## config.mk

```make
export PLATFORM = sky130hd
export DESIGN_NAME = nmf_result_fifo
export DESIGN_NICKNAME = d
export VERILOG_FILES = /design/src/rtl/nmf_pkg.sv /design/src/rtl/nmf_result_fifo.sv
export SDC_FILE = /design/constraint.sdc
export NUM_CORES = 1
export LEC_CHECK = 0
export BUFFER_PORTS_ARGS = -buffer_cell sky130_fd_sc_hd__clkbuf_2
export CORE_MARGIN = 2
export CORE_UTILIZATION = 55
export DETAILED_ROUTE_END_ITERATION = 8
export PLACE_DENSITY = 0.78
export SYNTH_ARGS = -nofsm -noshare
export SYNTH_HDL_FRONTEND = slang
export SYNTH_SLANG_ARGS = --single-unit
```

## constraint.sdc

```tcl
create_clock -name clk -period 7.3 [get_ports clk]
set_input_delay 1.46 -clock clk [delete_from_list [all_inputs] [get_ports clk]]
set_output_delay 1.46 -clock clk [all_outputs]
set_load 0.01 [all_outputs]
```

## src/rtl/nmf_pkg.sv

```systemverilog
// Shared types and constants of the 3x3 neighbor mean filter.
package nmf_pkg;

  // Configuration register width (side length field)
  localparam int CFG_W = 11;
  localparam int MIN_SIDE = 2;

  // Divisor select codes for the rounded mean
  typedef logic [1:0] div_sel_t;
  localparam div_sel_t DIV_BY_4 = 2'd0;
  localparam div_sel_t DIV_BY_6 = 2'd1;
  localparam div_sel_t DIV_BY_9 = 2'd2;

  // Result queue sizing: six pipeline slots of two lanes each can be in flight
  localparam int FIFO_DEPTH = 16;
  localparam int FIFO_AW = 4;
  localparam int FIFO_CW = FIFO_AW + 1;
  localparam int IN_FLIGHT = 12;
  localparam int STALL_LIMIT = FIFO_DEPTH - IN_FLIGHT;

  // Tag that travels with each result lane
  typedef struct packed {
    logic valid;
    logic last;
    logic eof;
  } nmf_tag_t;

endpackage

```

## src/rtl/nmf_result_fifo.sv

```systemverilog
// Result queue taking up to two items per cycle and giving one per cycle while out_stall is low.
module nmf_result_fifo #(
  parameter int SAMPLE_BITS = 16
) (
  input  logic                        clk,
  input  logic                        rst_n,
  input  nmf_pkg::nmf_tag_t           wr_tag_a,
  input  logic [SAMPLE_BITS-1:0]      wr_mean_a,
  input  nmf_pkg::nmf_tag_t           wr_tag_b,
  input  logic [SAMPLE_BITS-1:0]      wr_mean_b,
  output logic                        out_valid,
  input  logic                        out_stall,
  output logic [SAMPLE_BITS-1:0]      out_mean,
  output logic                        out_last,
  output logic                        out_eof,
  output logic [nmf_pkg::FIFO_CW-1:0] used
);

  logic [SAMPLE_BITS-1:0]      mean_q [nmf_pkg::FIFO_DEPTH];
  logic                        last_q [nmf_pkg::FIFO_DEPTH];
  logic                        eof_q  [nmf_pkg::FIFO_DEPTH];
  logic [nmf_pkg::FIFO_AW-1:0] wptr_r;
  logic [nmf_pkg::FIFO_AW-1:0] wptr_b;
  logic [nmf_pkg::FIFO_AW-1:0] rptr_r;
  logic [nmf_pkg::FIFO_CW-1:0] used_r;
  logic [nmf_pkg::FIFO_CW-1:0] used_nxt;
  logic                        rd;

  assign rd     = out_valid && !out_stall;
  assign wptr_b = wptr_r + nmf_pkg::FIFO_AW'(wr_tag_a.valid);

  // Store up to two items
  always_ff @(posedge clk) begin
    if (wr_tag_a.valid) begin
      mean_q[wptr_r] <= wr_mean_a;
      last_q[wptr_r] <= wr_tag_a.last;
      eof_q[wptr_r]  <= wr_tag_a.eof;
    end
    if (wr_tag_b.valid) begin
      mean_q[wptr_b] <= wr_mean_b;
      last_q[wptr_b] <= wr_tag_b.last;
      eof_q[wptr_b]  <= wr_tag_b.eof;
    end
  end

  assign used_nxt = used_r + nmf_pkg::FIFO_CW'(wr_tag_a.valid)
                  + nmf_pkg::FIFO_CW'(wr_tag_b.valid) - nmf_pkg::FIFO_CW'(rd);

  // Advance pointers and fill count
  always_ff @(posedge clk) begin
    if (!rst_n) begin
      wptr_r <= '0;
      rptr_r <= '0;
      used_r <= '0;
    end else begin
      wptr_r <= wptr_r + nmf_pkg::FIFO_AW'(wr_tag_a.valid)
              + nmf_pkg::FIFO_AW'(wr_tag_b.valid);
      rptr_r <= rptr_r + nmf_pkg::FIFO_AW'(rd);
      used_r <= used_nxt;
    end
  end

  assign out_valid = (used_r != '0);
  assign out_mean  = mean_q[rptr_r];
  assign out_last  = last_q[rptr_r];
  assign out_eof   = eof_q[rptr_r];
  assign used      = used_r;

endmodule

```

* Yosys cells after proc, flatten, opt, wreduce, memory -nomap -nowiden
Memories as Yosys holds them, arrays and structs flattened. A register that Yosys moved wholly into a read port is not among the register bits. Index checks and enable logic that the tools add are counted.
Word-level totals: register bits after elaboration 13, memory bits (writable) 288, bits of input ports 41, output and inout bits 24, logic and storage cells 22, memories kept 3
Operators by class: add/sub/neg operators 6, mux-type cells 7, reduce and logical (&&, ||, !) cells 3
Memory list:
- mean_q | depth 16, width 16, rd ports 1, clocked after Yosys merged registers in 1, write ports 2, line nmf_result_fifo.sv:19 | logic [SAMPLE_BITS-1:0] mean_q [nmf_pkg::FIFO_DEPTH];
- eof_q | depth 16, width 1, rd ports 1, clocked after Yosys merged registers in 1, write ports 2, line nmf_result_fifo.sv:21 | logic eof_q [nmf_pkg::FIFO_DEPTH];
- last_q | depth 16, width 1, rd ports 1, clocked after Yosys merged registers in 1, write ports 2, line nmf_result_fifo.sv:20 | logic last_q [nmf_pkg::FIFO_DEPTH];
Operators with widths (number):
- 4-bit by 1-bit adder with 4-bit output | 3
- 4-bit 2-to-1 mux | 3
- 5-bit by 1-bit adder with 5-bit output | 2
- 5-bit nonzero test | 1
- 5-bit by 1-bit subtractor with 5-bit output | 1
- 1-bit 2-to-1 mux | 4
- 1-bit logical AND | 1
- 1-bit logical NOT | 1

* Longest topological paths before layout
Gate-level depths: netlist of run 1.
word-level depth 4, gate-level depth with buffers 10, depth with buffers taken out 10

* Least setup slack after synthesis of run 1
OpenSTA, ideal clock, no wires.
path type input-to-reg, from input port wr_tag_a[2] (netlist name), to memory eof_q[4] (enable), setup time 0.418 ns, data arrival time 3.542 ns, required time 6.882 ns, slack 3.340 ns, stages on the path 7, buffers on the path 2, path through ha_1 -> ha_1 -> nor3_2 -> buf_4 -> nand2_4 -> buf_6 -> o21ai_0
RTL lines:
- from (decl) | line nmf_result_fifo.sv:7 | input nmf_pkg::nmf_tag_t wr_tag_a,
- to (decl) | line nmf_result_fifo.sv:21

==> results of run 1 <==
## final timing paths
check | depth (start not counted) | slack, ns | to
worst max-delay path | 5 | 2.46 | out_last
worst min-delay path | 2 | 0.64 | rptr_r[2]
worst min register to register | 2 | 0.64 | rptr_r[2]
worst max register to register | 5 | 3.62 | mean_q[8][9]
## per-layer routing
metal | routed length [um] | share of wire, %
met1 | 15900 | 35
met2 | 21300 | 47
met3 | 6320 | 14
met4 | 2030 | 4.5
met5 | 0 | 0
## state kept, by name, indices dropped and copies added (netlist names)
| register | count |
|---|---|
| wptr_r | 4 |
| used | 5 |
| last_q | 16 |
| rptr_r | 4 |
| eof_q | 16 |
| mean_q | 256 |
## through the flow
stage / util, % / hold WS [ns]
detailed placement: 57.8 / 0.626
CTS: 61.7 / 0.634
global placement: 57.8 / 0.610
finish: 61.7 / 0.643
global route: 61.7 / 0.686
floorplan: - / 0.529
## layout make-up
cell class                      count  share of cell area (%)
Sequential cell                   301                    53.5
Multi-Input combinational cell    601                    34.5
Clock buffer                       34                    4.72
Timing Repair Buffer               88                    3.00
Tap cell                          341                    2.56
Clock inverter                     23                    1.45
Inverter                            9                   0.203
## placed cells by master, fill, tap and decap left out, types with 3 or more instances in the layout
master,count
nand2_4,8
o2bb2ai_1,288
xor2_1,4
xnor2_1,4
clkbuf_2,64
clkinv_2,6
edfxtp_1,288
clkbuf_16,31
inv_1,8
mux4_2,72
or3_1,3
and2_1,5
nand2b_1,4
ha_1,11
clkbuf_1,3
bufinv_16,5
buf_4,24
clkinv_1,11
nand3_1,5
nand2_1,93
nor2_1,8
dfxtp_1,11
nand3b_1,3
o21ai_2,24
a22oi_1,36
## cells in the mapped netlist, drive strengths merged
master   instances
and3             1
nand2          101
nor3b            3
a21boi           1
o31ai            2
and2             5
o21ai           26
nand3            5
buf             82
inv              8
and3b            2
nor2            12
a31oi            1
o31a             2
ha              11
o21a             1
or2              1
or3b             1
nor2b            3
xor2             4
a21bo            1
o2bb2ai        288
nor3             2
a21oi            4
clkinv           1
clkbuf          35
nand3b           3
mux4            72
dfxtp           13
fa               2
or3              3
a22oi           36
xnor2            4
nand2b           4
edfxtp         288
## kinds of logic after synthesis
family,Yosys count,share of synthesized area [%]
AO/OA/AOI/OAI,362,20.3
flip-flops,301,58.7
AND/OR/NAND/NOR,146,4.71
buffers and inverters,126,4.04
multiplexers,72,10.7
adder cells (fa/ha/maj),13,1.17
XOR/XNOR,8,0.462
## worst max-delay path: cells and delay by family, from the launching register on
| kind | cells | cell delay, ns |
|---|---|---|
| compound gates | 1 | 0.32 |
| buf+inv | 2 | 0.87 |
| flops | 1 | 0.85 |
| mux | 1 | 0.59 |
| simple gates | 1 | 0.12 |
## power groups by stage
| stage | combinational (mW) | sequential [mW] | clock, mW |
|---|---|---|---|
| 3_3_place_gp | 1.21 | 2.23 | 0 |
| 5_1_grt | 1.33 | 2.22 | 1.68 |
| 3_5_place_dp | 1.24 | 2.23 | 0 |
| 4_1_cts | 1.24 | 2.20 | 1.62 |
| 2_1_floorplan | 0.961 | 2.12 | 0 |
| 6_report | 1.26 | 2.20 | 1.62 |
==> flow_metrics.py, run 1 <==
metrics = {
    "global_route": {
        "met3_usage_pct": 7.12,
        "grt_pass1_wl_um": 67300,
        "grt_max_degree": 75,
        "busiest_layer": "met2",
        "antenna_found_initial": 0,
        "grt_usage_pct": 32.0,
        "grt_pass1_vias": 10574,
        "grt_remaining_overflow": 0,
        "met1_usage_pct": 43.9,
        "grt_use_met2_pct": 50.0,
    },
    "worst_setup_path": {
        "criticalPathCategory": "flop to output port",
        "worstPathCellList": "buf_4, mux4_2, a22oi_1, nand2_1, clkbuf_2",
        "cpPeakStageDelay_ns": 0.85,
        "r2r_start": "wptr_r[0]",
        "setup.worst_path.start_class": "flop",
        "crit_start": "rptr_r[0]",
        "crit_arrival_ns": 3.38,
        "end_kind": "output port",
        "cp_max_fo": 38,
        "required_ns": 5.84,
        "critical_path.slowest_cell": "dfxtp_4",
    },
    "clocking": {
        "cts_setup_buffers": 0,
        "hold_buffers": 0,
        "clkTransAtPathRegs_ns": 0.06,
        "cts_made_buffers": 31,
        "htree_levels": 1,
        "cts_resized": 0,
        "clock_latency_ns": 0.56,
        "cts-root-buf": "clkbuf_16",
        "clockBufferDepth": 3,
        "cts_sinks": 301,
        "cts_tree": "yes",
    },
    "worst_hold_path": {
        "hold_path_class": "flop to flop",
        "hold_start": "rptr_r[2]",
    },
    "yosys": {
        "synth.cell_area_mm2": 0.0152,
        "synth.distinct_cells": 45,
        "synth_area_leaders": "edfxtp_1, o2bb2ai_1, mux4_2",
        "synth-seq-cells": 301,
        "syn_area_per_cell_um2": 14.8,
        "yosys_warnings": 0,
        "synth_cells": 1028,
        "synthDominantCellAreaShare_pct": 57.0,
        "synth_top_cell_by_area": "edfxtp_1",
        "synthesis.nets": 1082,
        "yosysSeqAreaShare_pct": 58.7,
    },
    "floorplan": {
        "die_h_um": 170,
        "core_area_mm2": 0.0270,
        "io_pins": 65,
        "std_cell_rows": 60,
        "initial_core_util_pct": 56.2,
        "die_area_mm2": 0.0289,
        "die_w_um": 170,
    },
    "sta": {
        "post-route-period-util_pct": 66.2,
        "slew_headroom_pct": 7.05,
        "tightest_slew_ns": 1.39,
        "fin_crit_ns": 4.84,
        "setup_viol": 0,
        "slew_violations": 0,
        "hold_violations": 0,
        "layout_setup_ws_ns": 2.46,
        "tns_ns": 0,
        "finalClockSkew_ns": 0.00729,
        "rsz0062_at_grt": "no",
        "fmax_mhz": 207,
    },
    "layout": {
        "area_growth_pct": 9.76,
        "regArea_mm2": 0.00892,
        "fillers": 1916,
        "finalNonFillerCells": 1397,
        "drive_gt1_share_pct": 24.2,
        "design_area_mm2": 0.0167,
        "nets": 1086,
        "multi_input_area_mm2": 0.00576,
        "diodes": 0,
    },
    "drt": {
        "vias": 10605,
        "drc": 0,
        "drtIter0Drc": 1800,
        "ant_nets": 0,
        "post_drt_via_cell_ratio": 7.59,
        "drtPass1Iterations": 6,
        "routed_wl_um": 45600,
        "routedWlPerCell_um": 32.6,
    },
    "place": {
        "place_area_mm2": 0.0156,
        "port_buffers": 64,
        "dp_hpwl_um": 27200,
        "gp_congestion": 0.878,
        "placed_cells": 1340,
        "dp_worst_setup_slack_ns": 2.53,
    },
    "pwr": {
        "p_sw_mw": 1.52,
        "combPwrFrac_pct": 24.8,
        "p_seq_share_pct": 43.3,
        "p_total_mw": 5.08,
        "ir_drop_mv": 0.259,
        "power.density_cell_area_mw_per_mm2": 305,
        "p_int_mw": 3.56,
        "pwr-share-clk_pct": 31.9,
        "swShare_pct": 29.9,
        "leakagePower_nw": 5.27,
    },
    "job": {
        "max-cap-violations": 0,
    },
    "status": {
        "status": "finished, final reports clean",
    },
}
Note: power is estimated with default switching activity, not from simulation.
==> run 2, diff against run 1 <==
- clock period: 7.3 -> 4.6 ns (I/O delays scaled with it)
==> flow_metrics.py, run 2 (synthesis gave the netlist of run 1 again) <==
metrics = {
    "global_route": {
        "met1_usage_pct": 41.7,
        "met3_usage_pct": 9.77,
        "grt_pass1_vias": 10657,
        "busiest_layer": "met2",
        "antenna_found_initial": 1,
        "grt_usage_pct": 32.1,
        "grt_max_degree": 47,
        "grt_pass1_wl_um": 67100,
        "grt_remaining_overflow": 0,
        "grt_use_met2_pct": 50.2,
    },
    "clocking": {
        "clkTransAtPathRegs_ns": 0.06,
        "clock_latency_ns": 0.57,
        "cts_tree": "yes",
        "htree_levels": 1,
        "cts_resized": 0,
        "cts_sinks": 301,
        "cts-root-buf": "clkbuf_16",
        "cts_setup_buffers": 0,
        "clockBufferDepth": 3,
        "cts_made_buffers": 30,
        "hold_buffers": 0,
    },
    "worst_setup_path": {
        "crit_arrival_ns": 2.91,
        "worstPathCellList": "buf_4, mux4_2, a22oi_1, nand2_1, clkbuf_2",
        "r2r_start": "wptr_r[0]",
        "criticalPathCategory": "flop to output port",
        "cpPeakStageDelay_ns": 0.76,
        "critical_path.slowest_cell": "dfxtp_4",
        "cp_max_fo": 29,
        "crit_start": "rptr_r[0]",
        "path_buf_inv": 2,
        "setup.worst_path.start_class": "flop",
        "cpLargestDelayFamily": "flip-flops",
        "required_ns": 3.68,
        "end_kind": "output port",
    },
    "floorplan": {
        "core_area_mm2": 0.0270,
        "die_area_mm2": 0.0289,
        "initial_core_util_pct": 56.2,
        "io_pins": 65,
        "die_w_um": 170,
        "die_h_um": 170,
        "std_cell_rows": 60,
    },
    "layout": {
        "largest_reg_flops": 256,
        "nets": 1096,
        "final_cell_mix": "o2bb2ai_1, edfxtp_1, nand2_1",
        "drive_gt1_share_pct": 24.2,
        "fillers": 1976,
        "top_regs": "mean_q x256, eof_q x16, last_q x16",
        "area_growth_pct": 9.78,
        "top_register": "mean_q",
    },
    "sta": {
        "rsz0062_at_grt": "no",
        "layout_setup_ws_ns": 0.769,
        "fin_crit_ns": 3.83,
        "fmax_mhz": 261,
        "post-route-period-util_pct": 83.3,
        "slew_headroom_pct": 7.00,
        "finalClockSkew_ns": 0.00504,
        "tns_ns": 0,
        "tightest_slew_ns": 1.39,
        "slew_violations": 0,
        "setup_viol": 0,
        "hold_ws_ns": 0.625,
        "hold_violations": 0,
    },
    "worst_hold_path": {
        "hold_start": "rst_n",
        "hold_path_class": "primary input to flop",
    },
    "place": {
        "gp_congestion": 0.880,
        "dp_worst_setup_slack_ns": 0.912,
        "dp_hpwl_um": 28900,
        "port_buffers": 64,
    },
    "pwr": {
        "ir_drop_mv": 0.495,
        "p_total_mw": 7.78,
        "power.density_cell_area_mw_per_mm2": 467,
        "leakagePower_nw": 5.27,
    },
    "drt": {
        "drtIter0Drc": 1779,
        "post_drt_via_cell_ratio": 7.53,
        "vias": 10590,
        "drtPass1Iterations": 6,
        "routedWlPerCell_um": 32.7,
        "routed_wl_um": 46000,
        "drc": 0,
        "ant_nets": 0,
    },
    "job": {
        "max-cap-violations": 0,
    },
    "status": {
        "status": "finished, final reports clean",
    },
}
run 2: changes by cell type in the layout (fill, tap and decap cells not counted), sizes merged:
cell	change
buf	+11
clkbuf	+11
clkinv	-9
bufinv	-4
diode	+2
clkinvlp	-1
run 2: path summary, 6_finish.rpt:
path | end | slack (ns) | depth (start not counted)
setup / recovery | out_mean[8] | 0.77 | 5
hold / removal | wptr_r[0] | 0.63 | 2
setup reg to reg | mean_q[1][14] | 1.49 | 6
hold reg to reg | used[0] | 0.65 | 3
run 2: where the power goes:
group / internal (mW) / switching, mW
registers: 3.26 / 0.186
clock network: 1.26 / 1.03
logic: 0.905 / 1.14
total: 5.42 / 2.35
run 2: worst reg2reg max path, stage by stage (launching register included):
cell and delay, ns:
dfxtp_1 0.40, ha_1 0.30, ha_1 0.33, nand2_1 0.17, o31ai_4 0.51, nand2_4 0.36
o21ai_2 0.64
run 2: area by class of cell:
| type | count | area, um^2 | area share (%) |
|---|---|---|---|
| inverters | 9 | 33.8 | 0.203 |
| multi-input cells | 601 | 5760 | 34.5 |
| flip-flops and latches | 301 | 8920 | 53.5 |
| diodes | 2 | 5.00 | 0.0300 |
| repair buffers | 99 | 646 | 3.87 |
| clock inverters | 9 | 75.1 | 0.450 |
| clock buffers | 45 | 807 | 4.84 |
| well taps | 341 | 427 | 2.56 |
run 2: routing by layer:
metal  part of all wire (%)  wire [um]  up-vias
li1                       -          -     4319
met1                     35      16000     5214
met3                     14       6340      163
met4                    4.6       2100        2
met2                     47      21500      892
met5                  0.096         44        -
run 2: per-stage QoR:
stage / cells / cell area [um^2] / util, %
after floorplan: 1028 / 15200 / -
after global placement: 1351 / 15800 / 58.4
after detailed placement: 1351 / 15800 / 58.4
after CTS: 1405 / 16700 / 61.6
after global routing: 1405 / 16700 / 61.6
final: 1407 / 16700 / 61.7
