`config.mk`:
```
export PLATFORM = sky130hd
export DESIGN_NAME = nmf_mean_div
export DESIGN_NICKNAME = d
export VERILOG_FILES = /design/src/rtl/nmf_pkg.sv /design/src/rtl/nmf_mean_div.sv
export SDC_FILE = /design/constraint.sdc
export NUM_CORES = 1
export LEC_CHECK = 0
export ABC_AREA = 1
export BUFFER_PORTS_ARGS = -buffer_cell sky130_fd_sc_hd__buf_2
export CORE_MARGIN = 4
export CORE_UTILIZATION = 53
export DETAILED_ROUTE_END_ITERATION = 7
export PLACE_DENSITY = 0.71
export SYNTH_ARGS = -nofsm -noshare
export SYNTH_HDL_FRONTEND = slang
export SYNTH_SLANG_ARGS = --single-unit
```
`constraint.sdc`:
```
create_clock -name clk -period 6.51 [get_ports clk]
set_input_delay 0.3255 -clock clk [delete_from_list [all_inputs] [get_ports clk]]
set_output_delay 0.3255 -clock clk [all_outputs]
set_load 0.02 [all_outputs]
```
`src/rtl/nmf_pkg.sv`:
```
// Shared types and constants of the 3x3 neighbor mean filter.
package nmf_pkg;

  // Configuration register width (side length field)
  localparam int CFG_W = 11;
  localparam int MIN_SIDE = 2;

  // Divisor select codes for the rounded mean
  typedef logic [1:0] div_sel_t;
  localparam div_sel_t DIV_BY_4 = 2'd0;
  localparam div_sel_t DIV_BY_6 = 2'd1;
  localparam div_sel_t DIV_BY_9 = 2'd2;

  // Result queue sizing: six pipeline slots of two lanes each can be in flight
  localparam int FIFO_DEPTH = 16;
  localparam int FIFO_AW = 4;
  localparam int FIFO_CW = FIFO_AW + 1;
  localparam int IN_FLIGHT = 12;
  localparam int STALL_LIMIT = FIFO_DEPTH - IN_FLIGHT;

  // Tag that travels with each result lane
  typedef struct packed {
    logic valid;
    logic last;
    logic eof;
  } nmf_tag_t;

endpackage

```
`src/rtl/nmf_mean_div.sv`:
```
// Two-stage rounded division of a neighborhood sum by 4, 6 or 9.
module nmf_mean_div #(
  parameter int SAMPLE_BITS = 16,
  localparam int SUM_W = SAMPLE_BITS + 4
) (
  input  logic                   clk,
  input  logic                   rst_n,
  input  nmf_pkg::nmf_tag_t      in_tag,
  input  logic [SUM_W-1:0]       in_sum,
  input  nmf_pkg::div_sel_t      in_sel,
  output nmf_pkg::nmf_tag_t      out_tag,
  output logic [SAMPLE_BITS-1:0] out_mean
);

  localparam int NW = SUM_W + 1;
  localparam logic [NW:0] Pow = {1'b1, {NW{1'b0}}};
  localparam logic [NW-1:0] RECIP_3 = NW'(Pow / 3);
  localparam logic [NW-1:0] RECIP_9 = NW'(Pow / 9);
  localparam int QW = NW + 4;

  logic [NW-1:0]     n_ext;
  logic [NW-1:0]     n_val;
  logic [NW-1:0]     recip;
  logic [2*NW-1:0]   prod;
  logic [NW-1:0]     q_est;

  nmf_pkg::nmf_tag_t a_tag_r;
  nmf_pkg::div_sel_t a_sel_r;
  logic [NW-1:0]     a_n_r;
  logic [NW-1:0]     a_q_r;

  logic [QW-1:0]     qd;
  logic [QW-1:0]     rem;
  logic [QW-1:0]     dval;
  logic              fix;
  logic [NW-1:0]     q_fin;

  nmf_pkg::nmf_tag_t out_tag_r;
  logic [SAMPLE_BITS-1:0] out_mean_r;

  // Add the rounding bias; fold the factor 2 of six into a shift
  always_comb begin
    n_ext = {1'b0, in_sum};
    unique case (in_sel)
      nmf_pkg::DIV_BY_4: begin
        n_val = (n_ext + NW'(2)) >> 2;
        recip = '0;
      end
      nmf_pkg::DIV_BY_6: begin
        n_val = (n_ext + NW'(3)) >> 1;
        recip = RECIP_3;
      end
      nmf_pkg::DIV_BY_9: begin
        n_val = n_ext + NW'(4);
        recip = RECIP_9;
      end
      default: begin
        n_val = '0;
        recip = '0;
      end
    endcase
    prod = {{NW{1'b0}}, n_val} * {{NW{1'b0}}, recip};
    q_est = (in_sel == nmf_pkg::DIV_BY_4) ? n_val : prod[2*NW-1:NW];
  end

  // Stage A: quotient estimate, low by at most one
  always_ff @(posedge clk) begin
    if (!rst_n) begin
      a_tag_r <= '0;
    end else begin
      a_tag_r <= in_tag;
    end
  end

  always_ff @(posedge clk) begin
    a_sel_r <= in_sel;
    a_n_r   <= n_val;
    a_q_r   <= q_est;
  end

  // Stage B: remainder check and correction
  always_comb begin
    if (a_sel_r == nmf_pkg::DIV_BY_9) begin
      qd   = {a_q_r, 3'b000} + QW'(a_q_r);
      dval = QW'(9);
    end else begin
      qd   = QW'({a_q_r, 1'b0}) + QW'(a_q_r);
      dval = QW'(3);
    end
    rem = QW'(a_n_r) - qd;
    fix = (a_sel_r != nmf_pkg::DIV_BY_4) && (rem >= dval);
    q_fin = a_q_r + NW'(fix);
  end

  always_ff @(posedge clk) begin
    if (!rst_n) begin
      out_tag_r <= '0;
    end else begin
      out_tag_r <= a_tag_r;
    end
  end

  always_ff @(posedge clk) begin
    out_mean_r <= q_fin[SAMPLE_BITS-1:0];
  end

  assign out_tag  = out_tag_r;
  assign out_mean = out_mean_r;

endmodule

```
Word level (Yosys, flattened, before mapping)
Cells that the tools add are included.
W data, S select, Z words.
{"block": "word_totals", "regBits": 66, "input_bits": 27, "wordCells": 30}
{"block": "classes", "n_addsub": 7, "n_mul": 1, "n_lt_le_gt_ge": 1, "n_eq_ne": 3, "mux": 5, "reduce_logical": 3}
{"op": "$pmux W21 S3", "n": 1}
{"op": "$add A20 B2 Y21 const B", "n": 2}
{"op": "$mul A21 B21 Y42", "n": 1}
{"op": "$pmux W20 S2", "n": 1}
{"op": "$add A24 B21 Y25", "n": 1}
{"op": "$ge A25 B25 Y1", "n": 1}
{"op": "$mux W25", "n": 1}
{"op": "$sub A21 B25 Y25", "n": 1}
{"op": "$add A22 B21 Y23", "n": 1}
{"op": "$add A20 B3 Y21 const B", "n": 1}
{"op": "$mux W21", "n": 1}
{"op": "$add A16 B1 Y16", "n": 1}
{"op": "$eq A2 B2 Y1 const B", "n": 2}
{"op": "$mux W4", "n": 1}
{"op": "$eq A2 B1 Y1 const B", "n": 1}
{"op": "$logic_not A2 Y1", "n": 1}
{"op": "$reduce_bool A2 Y1", "n": 1}
{"op": "$logic_and A1 B1 Y1", "n": 1}

Longest topological paths before layout
Gate-level depths: netlist (run 1).
{"block": "logic_depth", "word_depth": 6, "depth_mapped": 39, "ltp_nobuf": 39}

Worst setup path before layout (run 1)
Ideal clock, no wire load.
{"block": "synth_path", "kind": "input port to flip-flop", "startpoint": "in in_sum[1]", "endpoint": "reg a_q_r[17]", "setup_time_ns": 0.131, "arrival_ns": 6.442, "t_required_ns": 6.379, "slack_ns": -0.063, "path_stages": 31, "n_path_buf": 0, "path_cell_list": "inv_1 > ha_1 > nand3_1 > nand2_1 > nand3_1 > nor2_1 > inv_1 > nor2_1 > nand2_1 > o21ai_0 > o311ai_1 > nand2_1 > nor2_1 > ha_1 > inv_1 > fa_1 > inv_1 > fa_1 > fa_1 > fa_1 > fa_1 > ha_1 > ha_1 > a21oi_1 > o21ai_0 > a21oi_1 > nor2_1 > a2111oi_0 > nand3_1 > nand3_1 > o21ai_0"}
{"block": "synth_via", "elab_chain_len": 4, "elab_cells_between_ends": 6, "cone_classes": "add/sub: 3; mul: 1; mux: 2"}
{"element": "start, declared", "line_no": "nmf_mean_div.sv:9", "text": "input logic [SUM_W-1:0] in_sum,"}
{"element": "$add A20 B2 Y21 (tied with other cells)", "line_no": "nmf_mean_div.sv:50", "text": "n_val = (n_ext + NW'(3)) >> 1;"}
{"element": "$pmux W21 S3 *", "line_no": "nmf_mean_div.sv:44", "text": "unique case (in_sel)"}
{"element": "$mul A21 B21 Y42", "line_no": "nmf_mean_div.sv:62", "text": "prod = {{NW{1'b0}}, n_val} * {{NW{1'b0}}, recip};"}
{"element": "$mux W21 *", "line_no": "nmf_mean_div.sv:63", "text": "q_est = (in_sel == nmf_pkg::DIV_BY_4) ? n_val : prod[2*NW-1:NW];"}
{"element": "via q_est[17]", "line_no": "nmf_mean_div.sv:25", "text": "logic [NW-1:0] q_est;"}
{"element": "end signal, assigned", "line_no": "nmf_mean_div.sv:78", "text": "a_q_r <= q_est;"}
{"element": "end, declared", "line_no": "nmf_mean_div.sv:30", "text": "logic [NW-1:0] a_q_r;"}
The timed path passes the listed nets; every way through them passes the cells marked *.
A chain may end at the register's enable or synchronous reset.

Worst setup path in the final report (run 1)
{"block": "layout_path", "startpoint": "in in_sum[4]", "endpoint": "reg a_q_r[15]"}
{"block": "layout_via", "elab_chain_len": 4, "elab_cells_between_ends": 6, "cone_classes": "add/sub: 3; mul: 1; mux: 2"}
{"element": "$add A20 B2 Y21 (tied with other cells)", "line_no": "nmf_mean_div.sv:46", "text": "n_val = (n_ext + NW'(2)) >> 2;"}
{"element": "$pmux W21 S3 *", "line_no": "nmf_mean_div.sv:44"}
{"element": "$mul A21 B21 Y42", "line_no": "nmf_mean_div.sv:62"}
{"element": "$mux W21 *", "line_no": "nmf_mean_div.sv:63"}
{"element": "via q_est[15]", "line_no": "nmf_mean_div.sv:25"}
Marked as above.

==> results.tsv, run 1 <==
stage	metric	value	unit
route	drt pass-1 iters	5	
route	DRT Wirelength	59100	um
route	Vias/cell	5.47	
clock_network	H-Tree Depth	3	
sta	Final Max Tran Viols	0	
critical_path	kind of start point of the critical path	input pin	
global_routing	GRT overflow	0	
placement	Port Buffers	45	
layout	sequential standard cell area	1320	um2
global_routing	vias in the first global route	17200	
clock_network	CTS buffer count	9	
critical_path	CP dominant cell by count	inv_1	
placement	routability cong.	0.990	
floorplanning	initial core utilization	0.538	
hold_path	Hold Crit Class	input pin to register	
power_and_ir_drop	PwrDens	355	nW/um2
synth	Yosys warning total	0	
clock_network	root buffer cell	clkbuf_16	
sta	Period Utilization, post-route	1.03	
synth	Seq cells post-synth	66	
critical_path	WP data arrival	6920	ps
route	DR vias	17200	
route	post-route ant nets	0	
layout	most common cell after layout, fill and taps aside	inv_1	
global_routing	initial antenna violation count	1	
route	DRC	0	
flow_run	total of max-cap violations	0	
floorplanning	die height	184	um
layout	area occupied by multi-input gates	15300	um2
power_and_ir_drop	Pleak	11.9	nW
power_and_ir_drop	Final Power	8.12	mW
synth	Mean Syn Cell Area	7.15	um2
critical_path	Crit Path Category	input pin to register	
route	Initial DRC Count	1062	
sta	Final WS setup	-188	ps
synth	Post-Syn Instances	2305	
status	failing checks	negative setup slack	
sta	final worst path period need	6700	ps
synth	Synth cell types	53	
global_routing	pin count of the biggest net entering global routing	27	
sta	Slew headroom	0.644	
layout	Area Overhead vs Synth	38.9	%
placement	placed instance area	19800	um2
status	status	finished, violations left	
floorplanning	Site Rows	64	
layout	fin area	22900	um2
clock_network	Sink Count	66	
synth	sequential-to-total area share from yosys stat	0.0801	
sta	# setup viols final	16	
synth	syn nets	2789	
clock_network	register clock-pin slew on the reported worst setup and hold paths	50	ps
critical_path	worst path required time	6730	ps
floorplanning	total core area	30700	um2
sta	hold_ws	187	ps
sta	RSZ-0062 raised after global routing	yes	
layout	n_diodes	0	
sta	Post-Route Skew	6.71	ps
sta	Least-Margin Pin Slew	529	ps
layout	most frequent cells in the layout	483 x inv_1, 397 x nand2_1, 362 x buf_4	
layout	Final Util	0.747	
layout	Fillers	2223	
sta	Peak Freq	149	MHz
critical_path	Setup crit end kind	register	
clock_network	Max clock buf depth	2	
critical_path	CP max stage delay	560	ps
floorplanning	Ports	46	
global_routing	first-pass GRT wire length	86000	um
synth	Syn Std Cell Area	16500	um2
sta	final hold vios	0	
floorplanning	die boundary width	184	um
critical_path	critical path peak fanout	4	
placement	detailed placement HPWL	46000	um
power_and_ir_drop	maximum VDD drop	0.301	mV
route	per-cell routed wire length	18.8	um
layout	share of cells above drive strength 1	0.319	
clock_network	CTS tree	built	
clock_network	Hold Buf Count CTS	0	
critical_path	CP max stage cell	fa_1	
global_routing	gr usage total	0.321	
clock_network	clk_lat worst skew	330	ps
floorplanning	Die ar.	34000	um2
layout	fin nets	3220	
-- repair_timing --
action / 4_1_cts / 5_1_grt
setup buffers: 22 / 31
setup endpoints to repair: 21 / 21
gates resized for setup: 192 / 360
pin swaps: 94 / 192
-- final cells by class --
cell class                      instances  share of cell area
Clock inverter                          5             0.00246
Inverter                              538              0.0890
Clock buffer                           10              0.0100
Timing Repair Buffer                  444               0.150
Sequential cell                        66              0.0577
Tap cell                              396              0.0216
Multi-Input combinational cell       1677               0.669
-- through the flow --
stage                     instances  setup TNS [ps]  setup slack, ps
final                          3136           -1650             -188
after global routing           3136           -5990             -443
after global placement         3069          -14530             -855
after detailed placement       3069          -16520             -970
after floorplan                2305               0             75.4
after CTS                      3106           -3.83            -3.83
-- state kept, by name (all words and copies together) (netlist names) --
name	count
a_n_r	21
a_q_r	21
a_sel_r	2
a_tag_r	3
out_mean	16
out_tag	3
-- worst max-delay path, delay by kind of cell --
family          cells  cell delay (ps)
buf+inv            11             1070
simple gates       11             1150
compound gates      6             1010
fa+ha+maj           8             3350
-- per-layer routing --
layer / share of wire / track usage
met1: 0.39 / 0.400
met2: 0.49 / 0.574
met3: 0.061 / 0.0316
met4: 0.058 / 0.124
met5: 0 / 0
-- cell families (layout without fill, tap and decap cells) --
logic type               count (synthesis)  after routing  share of synthesized area
AND/OR/NAND/NOR                        863            863                      0.223
buffers and inverters                  562            997                      0.129
adder cells (fa/ha/maj)                457            457                      0.438
AO/OA/AOI/OAI                          311            311                      0.105
flip-flops                              66             66                     0.0801
XOR/XNOR                                44             44                     0.0234
multiplexers                             2              2                    0.00129
-- worst paths after layout --
check	depth (start not counted)	start	slack, ps	to
max	36	in_sum[4]	-190	a_q_r[15]
min	3	in_tag[1]	190	a_tag_r[1]
max reg2reg	32	a_q_r[3]	590	out_mean[14]
min reg2reg	2	a_tag_r[1]	420	out_tag[1]
-- Yosys cell counts (all sizes together) --
cell type / instances / area share
a2111oi: 1 / 0.00053
a211oi: 3 / 0.0014
a21boi: 3 / 0.0014
a21o: 5 / 0.0023
a21oi: 143 / 0.044
a31oi: 15 / 0.0061
and2: 3 / 0.0011
and3: 1 / 0.00038
buf: 13 / 0.0039
clkbuf: 11 / 0.0025
clkinv: 2 / 0.00046
dfxtp: 66 / 0.080
fa: 201 / 0.24
ha: 256 / 0.19
inv: 536 / 0.12
mux2: 1 / 0.00068
mux2i: 1 / 0.00061
nand2: 464 / 0.11
nand3: 103 / 0.032
nand3b: 8 / 0.0036
nand4: 17 / 0.0074
nor2: 228 / 0.057
nor3: 28 / 0.0094
nor4: 5 / 0.0027
o2111ai: 2 / 0.0011
o211a: 1 / 0.00061
o211ai: 9 / 0.0041
o21a: 4 / 0.0018
o21ai: 102 / 0.031
o21bai: 13 / 0.0059
o221ai: 1 / 0.00053
o311ai: 6 / 0.0032
o31ai: 3 / 0.0014
or2: 6 / 0.0023
xnor2: 24 / 0.013
xor2: 20 / 0.011
-- power breakdown --
| part | switching, mW | total, mW | leakage, nW | internal, mW |
|---|---|---|---|---|
| clock network | 0.177 | 0.470 | 0.138 | 0.293 |
| logic | 3.95 | 7.01 | 11.2 | 3.07 |
| registers | 0.125 | 0.634 | 0.550 | 0.509 |
| total | 4.25 | 8.12 | 11.9 | 3.87 |
No activity file was read; power rests on OpenSTA's default activity.
==> run 2, diff against run 1 <==
Settings changed: SETUP_SLACK_MARGIN set to 0.5.
==> results.tsv, run 2 (synthesis gave the netlist of run 1 again) <==
stage	metric	value	unit
status	status	finished, violations left	
status	failing checks	negative setup slack	
layout	Fillers	2430	
route	drt pass-1 iters	7	
sta	Period Utilization, post-route	1.01	
global_routing	vias in the first global route	17100	
clock_network	register clock-pin slew on the reported worst setup and hold paths	60	ps
sta	hold_ws	166	ps
power_and_ir_drop	Gate power share	0.839	
sta	# setup viols final	3	
sta	Post-Route Skew	13.0	ps
sta	RSZ-0062 raised after global routing	yes	
critical_path	kind of start point of the critical path	input pin	
global_routing	gr usage total	0.321	
global_routing	pin count of the biggest net entering global routing	28	
power_and_ir_drop	Sw Share	0.528	
power_and_ir_drop	PwrDens	345	nW/um2
power_and_ir_drop	cell internal pwr	3.53	mW
clock_network	Sink Count	66	
floorplanning	Ports	46	
clock_network	root buffer cell	clkbuf_16	
layout	Area Overhead vs Synth	31.6	%
layout	share of cells above drive strength 1	0.276	
clock_network	Hold Buf Count CTS	0	
critical_path	r2r startpoint	a_q_r[0]	
floorplanning	total core area	30700	um2
sta	final worst path period need	6570	ps
route	DRT Wirelength	56100	um
hold_path	Hold Crit Class	input pin to register	
placement	cell count after placement	3011	
floorplanning	die boundary width	184	um
clock_network	CTS buffer count	9	
power_and_ir_drop	clock power share	0.075	
layout	most frequent cells in the layout	494 x inv_1, 416 x nand2_1, 310 x buf_4	
power_and_ir_drop	maximum VDD drop	0.322	mV
placement	routability cong.	0.979	
route	per-cell routed wire length	18.3	um
floorplanning	die height	184	um
power_and_ir_drop	Pleak	11.4	nW
power_and_ir_drop	Seq pwr share	0.086	
route	DR vias	16800	
sta	Final Max Tran Viols	0	
critical_path	Crit Path Category	input pin to register	
placement	Port Buffers	45	
critical_path	critical path peak fanout	4	
global_routing	initial antenna violation count	0	
global_routing	GRT overflow	0	
route	Vias/cell	5.48	
clock_network	H-Tree Depth	3	
placement	detailed placement HPWL	46000	um
sta	final hold vios	0	
flow_run	total of max-cap violations	0	
critical_path	CP max stage delay	550	ps
layout	sequential standard cell area	1330	um2
sta	setup TNS	-95.6	ps
sta	Slew headroom	0.670	
sta	Least-Margin Pin Slew	494	ps
floorplanning	Die ar.	34000	um2
power_and_ir_drop	total net switching power	3.95	mW
route	Initial DRC Count	1133	
critical_path	worst path required time	6730	ps
global_routing	first-pass GRT wire length	86200	um
critical_path	Buf/Inv on CP	7	
layout	n_diodes	0	
clock_network	CTS tree	built	
clock_network	clk_lat worst skew	350	ps
clock_network	Max clock buf depth	2	
sta	Peak Freq	152	MHz
critical_path	Setup crit end kind	register	
sta	Final WS setup	-55.9	ps
critical_path	worst setup path startpoint	in_sum[2]	
route	DRC	0	
route	post-route ant nets	0	
hold_path	min-delay src	in_tag[2]	
layout	area occupied by multi-input gates	14800	um2
layout	Final Non-Filler Cells	3058	
floorplanning	Site Rows	64	
critical_path	cell family with most CP delay	adder cells	
critical_path	WP data arrival	6790	ps
layout	fin nets	3141	
floorplanning	initial core utilization	0.538	
critical_path	CP max stage cell	fa_1	
layout	most common cell after layout, fill and taps aside	inv_1	
run 2: area by class of cell:
type,instances,share of cell area
timing repair buffer,365,0.126
inverter,538,0.0935
sequential,66,0.0611
tap,396,0.0228
clock buffer,10,0.0110
clock inverter,6,0.00450
multi-input combinational,1677,0.681
run 2: layer usage:
layer | GRT usage | wire length, um | vias up
met4 | 0.129 | 3050 | 0
met3 | 0.0407 | 3590 | 207
met2 | 0.557 | 26800 | 682
met5 | 0 | 0 | -
li1 | - | - | 7935
met1 | 0.405 | 22700 | 7942
run 2: worst paths after layout:
check | endpoint | slack, ps | cells past startpoint
worst min register to register | out_tag[2] | 410 | 2
worst max register to register | out_mean[14] | 910 | 30
worst max-delay path | a_q_r[16] | -60 | 32
worst min-delay path | a_tag_r[2] | 170 | 3
run 2: repair_timing:
item                       in CTS  in global routing
cloned                          0                  1
hold endpoints to repair        0                  0
pin swaps                      49                118
resized for setup             122                212
setup endpoints to repair      21                 26
buffers inserted               13                 17
run 2: power groups by stage:
stage                     logic, mW  registers (mW)  clock network [mW]
after floorplan                3.53           0.644                   0
after global placement         5.05           0.646                   0
after detailed placement       5.13           0.645                   0
after CTS                      5.45           0.638               0.563
after global routing           6.86           0.654               0.582
final                          6.27           0.646               0.559
run 2: tightest hold or removal path, delay by kind of cell:
kind | cells | cell delay [ps]
buffers and inverters | 2 | 110
AND/OR/NAND/NOR | 1 | 40
run 2: stage by stage:
step / util / power (mW) / area, um2 / setup slack, ps
after floorplan: - / 4.17 / 16900 / 352
after global placement: 0.644 / 5.70 / 19700 / -614
after detailed placement: 0.644 / 5.78 / 19700 / -603
after CTS: 0.674 / 6.65 / 20700 / 36.5
after global routing: 0.708 / 8.10 / 21700 / -338
final: 0.708 / 7.48 / 21700 / -55.9
